[config.mk]
export PLATFORM = sky130hd
export DESIGN_NAME = load_cell_weight_median_filter
export DESIGN_NICKNAME = d
export VERILOG_FILES = /design/src/hw/rtl/lcwmf_pkg.sv /design/src/hw/rtl/lcwmf_queue.sv /design/src/hw/rtl/lcwmf_front.sv /design/src/hw/rtl/lcwmf_back.sv /design/src/hw/rtl/load_cell_weight_median_filter.sv
export SDC_FILE = /design/constraint.sdc
export NUM_CORES = 2
export LEC_CHECK = 0
export BUFFER_PORTS_ARGS = -buffer_cell sky130_fd_sc_hd__buf_4
export CAP_MARGIN = 10
export CORE_MARGIN = 2
export CORE_UTILIZATION = 55
export DETAILED_ROUTE_END_ITERATION = 8
export GPL_TIMING_DRIVEN = 1
export PLACE_DENSITY = 0.71
export SKIP_LAST_GASP = 1
export SLEW_MARGIN = 20
export SYNTH_ARGS = -nofsm -noshare
export SYNTH_HDL_FRONTEND = slang
export SYNTH_SLANG_ARGS = --single-unit
[constraint.sdc]
create_clock -name clk -period 8.2 [get_ports clk]
set_input_delay 0.82 -clock clk [delete_from_list [all_inputs] [get_ports clk]]
set_output_delay 0.82 -clock clk [all_outputs]
set_load 0.005 [all_outputs]
[src/hw/rtl/lcwmf_pkg.sv]
// Shared types, constants and state encodings for the load-cell weight median filter.
package lcwmf_pkg;

  localparam int SAMPLE_W        = 24;
  localparam int WEIGHT_W        = 16;
  localparam int TARE_W          = 16;
  localparam int CAL_W           = 17;
  localparam int CFG_IDX_W       = 1;
  localparam int CFG_DATA_W      = 17;
  localparam int GROUP_LEN_DEF   = 5;
  localparam int QUEUE_DEPTH_DEF = 2;

  localparam logic [CAL_W-1:0] CAL_COEF_RESET = 17'd47785;

  // floor(x / 100) = (x * RECIP100) >> SHIFT100 for any 24-bit x
  localparam int                RECIP100_W = 25;
  localparam logic [24:0]       RECIP100   = 25'd21474837;
  localparam int                SHIFT100   = 31;

  // floor(y / 3125) = (y * RECIP3125) >> SHIFT3125 for any 28-bit y; 100000 = 32 * 3125
  localparam int                RECIP3125_W = 29;
  localparam logic [28:0]       RECIP3125   = 29'd351843721;
  localparam int                SHIFT3125   = 40;
  localparam int                POW2_SHIFT  = 5;

  localparam logic [CFG_IDX_W-1:0] REG_TARE     = 1'd0;
  localparam logic [CFG_IDX_W-1:0] REG_CAL_COEF = 1'd1;

  typedef struct packed {
    logic signed [SAMPLE_W-1:0] gate_sample;
    logic signed [SAMPLE_W-1:0] measure_sample;
  } in_t;

  typedef struct packed {
    logic [WEIGHT_W-1:0] weight_out;
    logic                group_done;
  } out_t;

  typedef enum logic [2:0] {
    F_IDLE,
    F_SCALE,
    F_DIFF,
    F_MUL,
    F_RECIP,
    F_PUSH
  } front_state_t;

  typedef enum logic [1:0] {
    B_IDLE,
    B_SORT,
    B_WRITE
  } back_state_t;

endpackage

[src/hw/rtl/lcwmf_queue.sv]
// Small FIFO of computed weights between the front and back sections.
module lcwmf_queue import lcwmf_pkg::*; #(
  parameter int DEPTH = QUEUE_DEPTH_DEF
) (
  input  logic                clk,
  input  logic                rst,
  input  logic                push_valid,
  output logic                full,
  input  logic [WEIGHT_W-1:0] push_data,
  output logic                pop_valid,
  input  logic                pop_ready,
  output logic [WEIGHT_W-1:0] pop_data
);

  localparam int PTR_W = (DEPTH > 1) ? $clog2(DEPTH) : 1;
  localparam int CNT_W = $clog2(DEPTH + 1);
  localparam logic [PTR_W-1:0] LAST_PTR = PTR_W'(DEPTH - 1);

  logic [WEIGHT_W-1:0] mem [DEPTH];
  logic [PTR_W-1:0]    wr_ptr;
  logic [PTR_W-1:0]    rd_ptr;
  logic [CNT_W-1:0]    count;
  logic                do_push;
  logic                do_pop;

  assign full      = (count == CNT_W'(DEPTH));
  assign pop_valid = (count != '0);
  assign pop_data  = mem[rd_ptr];
  assign do_push   = push_valid && !full;
  assign do_pop    = pop_valid && pop_ready;

  always_ff @(posedge clk) begin
    if (do_push) begin
      mem[wr_ptr] <= push_data;
    end
  end

  always_ff @(posedge clk) begin
    if (rst) begin
      wr_ptr <= '0;
      rd_ptr <= '0;
      count  <= '0;
    end else begin
      if (do_push) begin
        wr_ptr <= (wr_ptr == LAST_PTR) ? '0 : wr_ptr + 1'b1;
      end
      if (do_pop) begin
        rd_ptr <= (rd_ptr == LAST_PTR) ? '0 : rd_ptr + 1'b1;
      end
      if (do_push && !do_pop) begin
        count <= count + 1'b1;
      end else if (do_pop && !do_push) begin
        count <= count - 1'b1;
      end
    end
  end

endmodule

[src/hw/rtl/lcwmf_front.sv]
// Front section: takes requests, holds configuration, scales codes and computes the weight.
module lcwmf_front import lcwmf_pkg::*; (
  input  logic                  clk,
  input  logic                  rst,
  input  logic                  sample_valid,
  output logic                  sample_stall,
  input  in_t                   sample,
  input  logic                  cfg_valid,
  output logic                  cfg_ready,
  input  logic [CFG_IDX_W-1:0]  cfg_index,
  input  logic [CFG_DATA_W-1:0] cfg_data,
  output logic                  push_valid,
  input  logic                  queue_full,
  output logic [WEIGHT_W-1:0]   push_data
);

  localparam int GPROD_W = SAMPLE_W + RECIP100_W;
  localparam int DPROD_W = TARE_W + CAL_W;
  localparam int Y_W     = DPROD_W - POW2_SHIFT;
  localparam int QPROD_W = Y_W + RECIP3125_W;
  localparam int Q_W     = QPROD_W - SHIFT3125;

  front_state_t state, state_next;

  logic [TARE_W-1:0]   tare;
  logic [CAL_W-1:0]    cal_coef;
  logic [SAMPLE_W-1:0] gate_ob;
  logic [SAMPLE_W-1:0] meas_ob;
  logic [TARE_W-1:0]   gate_scaled;
  logic [TARE_W-1:0]   meas_scaled;
  logic                pass;
  logic [TARE_W-1:0]   diff;
  logic [DPROD_W-1:0]  dprod;
  logic [Q_W-1:0]      quot;
  logic [GPROD_W-1:0]  gprod;
  logic [GPROD_W-1:0]  mprod;
  logic [QPROD_W-1:0]  qprod;

  assign cfg_ready    = 1'b1;
  assign sample_stall = (state != F_IDLE);

  assign gprod = GPROD_W'(gate_ob) * GPROD_W'(RECIP100);
  assign mprod = GPROD_W'(meas_ob) * GPROD_W'(RECIP100);
  assign qprod = QPROD_W'(dprod[DPROD_W-1:POW2_SHIFT]) * QPROD_W'(RECIP3125);

  assign push_data = (quot > Q_W'({WEIGHT_W{1'b1}})) ? {WEIGHT_W{1'b1}} : quot[WEIGHT_W-1:0];

  always_ff @(posedge clk) begin
    if (rst) begin
      state <= F_IDLE;
    end else begin
      state <= state_next;
    end
  end

  always_comb begin
    state_next = state;
    push_valid = 1'b0;
    unique case (state)
      F_IDLE:  if (sample_valid) state_next = F_SCALE;
      F_SCALE: state_next = F_DIFF;
      F_DIFF:  state_next = F_MUL;
      F_MUL:   state_next = F_RECIP;
      F_RECIP: state_next = F_PUSH;
      F_PUSH: begin
        push_valid = 1'b1;
        if (!queue_full) state_next = F_IDLE;
      end
      default: state_next = F_IDLE;
    endcase
  end

  always_ff @(posedge clk) begin
    if (rst) begin
      tare     <= '0;
      cal_coef <= CAL_COEF_RESET;
    end else if (cfg_valid) begin
      unique case (cfg_index)
        REG_TARE:     tare     <= cfg_data[TARE_W-1:0];
        REG_CAL_COEF: cal_coef <= cfg_data[CAL_W-1:0];
        default:      ;
      endcase
    end
  end

  // offset binary, /100, /100000 via reciprocal multiplies
  always_ff @(posedge clk) begin
    unique case (state)
      F_IDLE: begin
        gate_ob <= {~sample.gate_sample[SAMPLE_W-1], sample.gate_sample[SAMPLE_W-2:0]};
        meas_ob <= {~sample.measure_sample[SAMPLE_W-1], sample.measure_sample[SAMPLE_W-2:0]};
      end
      F_SCALE: begin
        gate_scaled <= gprod[SHIFT100 +: TARE_W];
        meas_scaled <= mprod[SHIFT100 +: TARE_W];
      end
      F_DIFF: begin
        pass <= (gate_scaled > tare) && (meas_scaled > tare);
        diff <= meas_scaled - tare;
      end
      F_MUL:   dprod <= pass ? DPROD_W'(diff) * DPROD_W'(cal_coef) : '0;
      F_RECIP: quot  <= qprod[QPROD_W-1:SHIFT3125];
      F_PUSH:  ;
      default: ;
    endcase
  end

endmodule

[src/hw/rtl/lcwmf_back.sv]
// Back section: sorted insertion into the group and the result register.
module lcwmf_back import lcwmf_pkg::*; #(
  parameter int GROUP_LEN = GROUP_LEN_DEF
) (
  input  logic                clk,
  input  logic                rst,
  input  logic                pop_valid,
  output logic                pop_ready,
  input  logic [WEIGHT_W-1:0] pop_data,
  output logic                weight_valid,
  input  logic                weight_stall,
  output out_t                weight
);

  localparam int IDX_W  = $clog2(GROUP_LEN);
  localparam int FILL_W = $clog2(GROUP_LEN + 1);
  localparam int MID    = (GROUP_LEN - 1) / 2;
  localparam logic [FILL_W-1:0] LAST_FILL = FILL_W'(GROUP_LEN - 1);

  back_state_t state, state_next;

  logic [WEIGHT_W-1:0] store [GROUP_LEN];
  logic [WEIGHT_W-1:0] w_cur;
  logic [IDX_W-1:0]    idx;
  logic [FILL_W-1:0]   fill;
  logic                out_free;
  logic                write_fire;
  logic                done;
  logic                sort_end;

  assign out_free   = !weight_valid || !weight_stall;
  assign done       = (fill == LAST_FILL);
  assign sort_end   = (FILL_W'(idx) == fill);
  assign write_fire = (state == B_WRITE) && out_free;

  always_ff @(posedge clk) begin
    if (rst) begin
      state <= B_IDLE;
    end else begin
      state <= state_next;
    end
  end

  always_comb begin
    state_next = state;
    pop_ready  = 1'b0;
    unique case (state)
      B_IDLE: begin
        pop_ready = 1'b1;
        if (pop_valid) state_next = B_SORT;
      end
      B_SORT:  if (sort_end) state_next = B_WRITE;
      B_WRITE: if (out_free) state_next = B_IDLE;
      default: state_next = B_IDLE;
    endcase
  end

  // one compare-and-swap per cycle; w_cur ends as the running maximum
  always_ff @(posedge clk) begin
    if (state == B_IDLE && pop_valid) begin
      w_cur <= pop_data;
      idx   <= '0;
    end else if (state == B_SORT && !sort_end) begin
      if (store[idx] > w_cur) begin
        store[idx] <= w_cur;
        w_cur      <= store[idx];
      end
      idx <= idx + 1'b1;
    end else if (write_fire) begin
      store[fill[IDX_W-1:0]] <= w_cur;
      weight.weight_out      <= done ? store[MID] : w_cur;
      weight.group_done      <= done;
    end
  end

  always_ff @(posedge clk) begin
    if (rst) begin
      fill         <= '0;
      weight_valid <= 1'b0;
    end else begin
      if (write_fire) begin
        fill         <= done ? '0 : fill + 1'b1;
        weight_valid <= 1'b1;
      end else if (!weight_stall) begin
        weight_valid <= 1'b0;
      end
    end
  end

  a_fill_bound: assert property (@(posedge clk) disable iff (rst)
    fill < FILL_W'(GROUP_LEN))
    else $error("group fill reached group length");

  a_idx_bound: assert property (@(posedge clk) disable iff (rst)
    state == B_SORT |-> FILL_W'(idx) <= fill)
    else $error("sort index ran past fill");

  a_done_flag: assert property (@(posedge clk) disable iff (rst)
    write_fire |=> weight_valid && (weight.group_done == ($past(fill) == LAST_FILL)))
    else $error("group_done does not match group fill");

  a_group_restart: assert property (@(posedge clk) disable iff (rst)
    write_fire && done |=> fill == '0)
    else $error("group did not restart after median");

endmodule

[src/hw/rtl/load_cell_weight_median_filter.sv]
// Load-cell weight median filter: top level joining front, queue and back sections.
// Usage:
//   sample channel (sample_valid / sample_stall / sample) carries a gate and a measure
//   code. A request is taken when sample_valid is high and sample_stall is low.
//   weight channel (weight_valid / weight_stall / weight) gives one result per request:
//   the largest weight of the current group, or the median once the group of
//   GROUP_LEN is complete (group_done set), after which the group restarts.
//   cfg channel writes tare (index 0) and cal_coef (index 1); cfg_ready is always high.
//   Write configuration only while no request is in flight.
// Flow:
//   The front sequencer steps through capture, scale, gate/diff, calibration
//   multiply, reciprocal divide and push, and takes the next request only once
//   the queue has taken the push. The back inserts each result into the group with
//   one compare per cycle against each entry already there, then writes the output.
//   A two-entry queue separates the sections; a stalled result is held in the
//   output register while the front keeps computing until the queue fills.
// Reset: rst clears the group fill, the queue and both sequencers, sets tare to 0
//   and cal_coef to 47785.
module load_cell_weight_median_filter import lcwmf_pkg::*; #(
  parameter int GROUP_LEN   = GROUP_LEN_DEF,
  parameter int QUEUE_DEPTH = QUEUE_DEPTH_DEF
) (
  input  logic                  clk,
  input  logic                  rst,
  input  logic                  sample_valid,
  output logic                  sample_stall,
  input  in_t                   sample,
  output logic                  weight_valid,
  input  logic                  weight_stall,
  output out_t                  weight,
  input  logic                  cfg_valid,
  output logic                  cfg_ready,
  input  logic [CFG_IDX_W-1:0]  cfg_index,
  input  logic [CFG_DATA_W-1:0] cfg_data
);

  logic                push_valid;
  logic                queue_full;
  logic [WEIGHT_W-1:0] push_data;
  logic                pop_valid;
  logic                pop_ready;
  logic [WEIGHT_W-1:0] pop_data;

  lcwmf_front u_front (
    .clk          (clk),
    .rst          (rst),
    .sample_valid (sample_valid),
    .sample_stall (sample_stall),
    .sample       (sample),
    .cfg_valid    (cfg_valid),
    .cfg_ready    (cfg_ready),
    .cfg_index    (cfg_index),
    .cfg_data     (cfg_data),
    .push_valid   (push_valid),
    .queue_full   (queue_full),
    .push_data    (push_data)
  );

  lcwmf_queue #(
    .DEPTH (QUEUE_DEPTH)
  ) u_queue (
    .clk        (clk),
    .rst        (rst),
    .push_valid (push_valid),
    .full       (queue_full),
    .push_data  (push_data),
    .pop_valid  (pop_valid),
    .pop_ready  (pop_ready),
    .pop_data   (pop_data)
  );

  lcwmf_back #(
    .GROUP_LEN (GROUP_LEN)
  ) u_back (
    .clk          (clk),
    .rst          (rst),
    .pop_valid    (pop_valid),
    .pop_ready    (pop_ready),
    .pop_data     (pop_data),
    .weight_valid (weight_valid),
    .weight_stall (weight_stall),
    .weight       (weight)
  );

endmodule

==> results.md <==
* Outcome: finished clean
* Mapped Cells at 4949
* Final hold vios at 0
* Yosys warns at 0
* Most common cell after layout, fill and taps aside: inv_1
* Vias in the first global route at 36.20k
* Area grow syn2layout at 6.685%
* Post-DP HPWL at 101.2 mm
* Layout Nets at just under 7k
* Fmax at roughly 130 MHz
* Layout Utilization at 0.5934
* WP data arrival at 7760 ps
* Worst path slowest cell: fa_1
* Initial antenna violation count at 3
* Critical path capture point type: flop
* IO Pins at slightly above 90
* Req. time, crit path at between 8000 and 9000 ps
* DR pass1 iterations at 5
* Most frequent cells in the layout: inv_1 (1386), ha_1 (952), fa_1 (893)
* # setup viols final at 0
* Total global routing overflow at 0
* Setup bufs post-CTS at 0
* Period Utilization, post-route at 0.9050
* CTS Root Cell: clkbuf_16
* Die Y at around 310 um
* All-layer global routing usage at 0.2507
* First-pass GRT wire length at 193.1 mm
* Largest net degree at the start of global routing at a little under 50
* Final Cell Area at ~57000 um^2
* Syn Std Cell Area at about 53000 um^2
* Via count at between 30k and 40k
* Worst path cell trace: fa_1 -> inv_1 -> fa_1 -> fa_1 -> inv_1 -> fa_1 -> fa_1 -> fa_1 -> inv_1 -> fa_1 -> inv_1 -> ha_1 -> nand4_1 -> or3_4 -> nor4_2 -> nand2_1 -> a221o_1 -> a31oi_4 -> o21ai_2 -> o31ai_4 -> a31oi_1 -> xnor2_1
* Die Width at between 300 and 400 um
* TritonCTS clock tree: yes
* Register area share after synthesis at 0.1826
* IO buf count at between 80 and 90
* Tmin final at around 7400 ps
* Fin. max-slew vios at 0
* Sink Count at 340
* Placer congestion estimate at a little over 0.9
* # hold bufs at CTS at 0
* WL final at 118.2 mm
* Clk pin slew, worst setup/hold paths at approximately 60 ps
* Post-Syn Nets at 6865
* Layout cell share with drive strength beyond 1 at 0.05645
* Clk Latency, worst-skew pair at around 590 ps
* Worst min-delay path category: primary input to flop
* Max incr delay on CP at 680 ps
* #FFs+latches synth at between 300 and 400
* WL per Instance at roughly 19 um
* DIE AREA at 98870 um^2
* Vias per inst at 5.271
* DRC at 0
* Critical path type: flop to flop
* FFs w/ async S/R, synth at 0
* Synth Area per Inst at 10.71 um^2
* Post_cts resized at 0
* Setup_tns at 0 ps
* Skew final at 32.34 ps
* RSZ-0062 raised after global routing: no
* Worst slew margin at 0.3334
* Area post-placement at roughly 55000 um^2
* Worst-path fanout max at 8
* Clock buffer depth at 3
* Post-synth EDFFs at about 290
* Layout fillers at between 7k and 8k
* Worst setup SP type: flop
* # rows at roughly 110
* Final ANT Viol Nets at 0
* Inserted Clock Buffers at 40
* Max Cap Viol at 0
* Primary FF master, synth: edfxtp_1
* Initial Utilization at 0.5562
* Cell mode on critical path: fa_1
* Measured slew at the worst slew-check pin at about 1000 ps
* Initial DRC Count at 1745
* CTS H-tree depth at 2
* Core ar. at 95290 um^2
* Synth cell types at 77
==> registers in the layout, summed over array words and instances, names as in the netlist, 17 cells and up, named ones only <==
name              cells
u_front.cal_coef     17
u_front.meas_ob      24
u_front.gate_ob      24
u_back.weight        17
u_back.store         80
u_front.quot         17
u_front.dprod        28
u_queue.mem          32
==> synth_stat cells, types with 30 or more instances <==
master / instances / share of area
fa_1: 893 / 0.34
xor2_1: 38 / 0.0063
ha_1: 952 / 0.22
o21ai_0: 71 / 0.0067
mux2_2: 46 / 0.0098
a21oi_1: 153 / 0.014
dfxtp_1: 53 / 0.020
and2_1: 149 / 0.018
nand4_1: 30 / 0.0035
nand3_1: 33 / 0.0031
a21o_1: 72 / 0.010
clkbuf_1: 67 / 0.0047
xnor2_1: 71 / 0.012
edfxtp_1: 287 / 0.16
nor2_1: 82 / 0.0058
nand2_1: 285 / 0.020
inv_1: 1387 / 0.098
==> final timing paths <==
check,startpoint,depth (start not counted),to,slack (ps)
worst min-delay path,sample[12],1,u_front.meas_ob[12],400
worst min register to register,u_front.tare[12],2,u_front.tare[12],450
worst max-delay path,u_front.dprod[12],22,u_front.quot[15],780
worst max register to register,u_front.dprod[12],22,u_front.quot[15],780
==> worst max-delay path, delay by kind of cell (launching register included) <==
kind	cells	cell delay (ps)
compound gates	5	1190
xor+xnor	1	130
fa+ha+maj	8	4060
buf+inv	4	230
flops	1	550
simple gates	4	980
==> routing by layer <==
layer,global-route usage,wire length (um),vias to the layer above
met4,0.06569,3190,4
met1,0.3361,51050,16770
met3,0.03017,5491,165
met2,0.4330,58470,732
li1,-,-,15700
met5,0,25,-
==> stage by stage <==
stage          hold WS (ps)  std cells  worst slack [ps]
2_1_floorplan         436.3       4949              1459
3_3_place_gp          444.9       6257             885.0
3_5_place_dp          446.9       6257             812.8
4_1_cts               358.1       6331             788.7
5_1_grt               362.8       6332             517.5
6_report              397.2       6332             778.9
==> area by class of cell <==
class                      instances  area, um^2  share of cell area
multi-input combinational       3149       37860              0.6695
tap                             1265        1583             0.02799
sequential                       340        9679              0.1712
timing repair buffer             115       863.3             0.01527
clock buffer                      53        1070             0.01892
clock inverter                    21       279.0            0.004934
antenna                            1       2.502          0.00004425
inverter                        1388        5210             0.09214
==> cells by family after synthesis <==
family	after synthesis	share of synthesized area
adders and majority gates	1845	0.5620
buffers and inverters	1460	0.1035
and+or+nand+nor	724	0.06834
AOI/OAI and AO/OA	406	0.04851
DFF	340	0.1826
xor gates and xnor gates	109	0.01801
muxes	64	0.01695
other	1	0.00007075
Power is not shown: default switching activity piles up to over one toggle a cycle in this logic, so the estimate is an artifact.
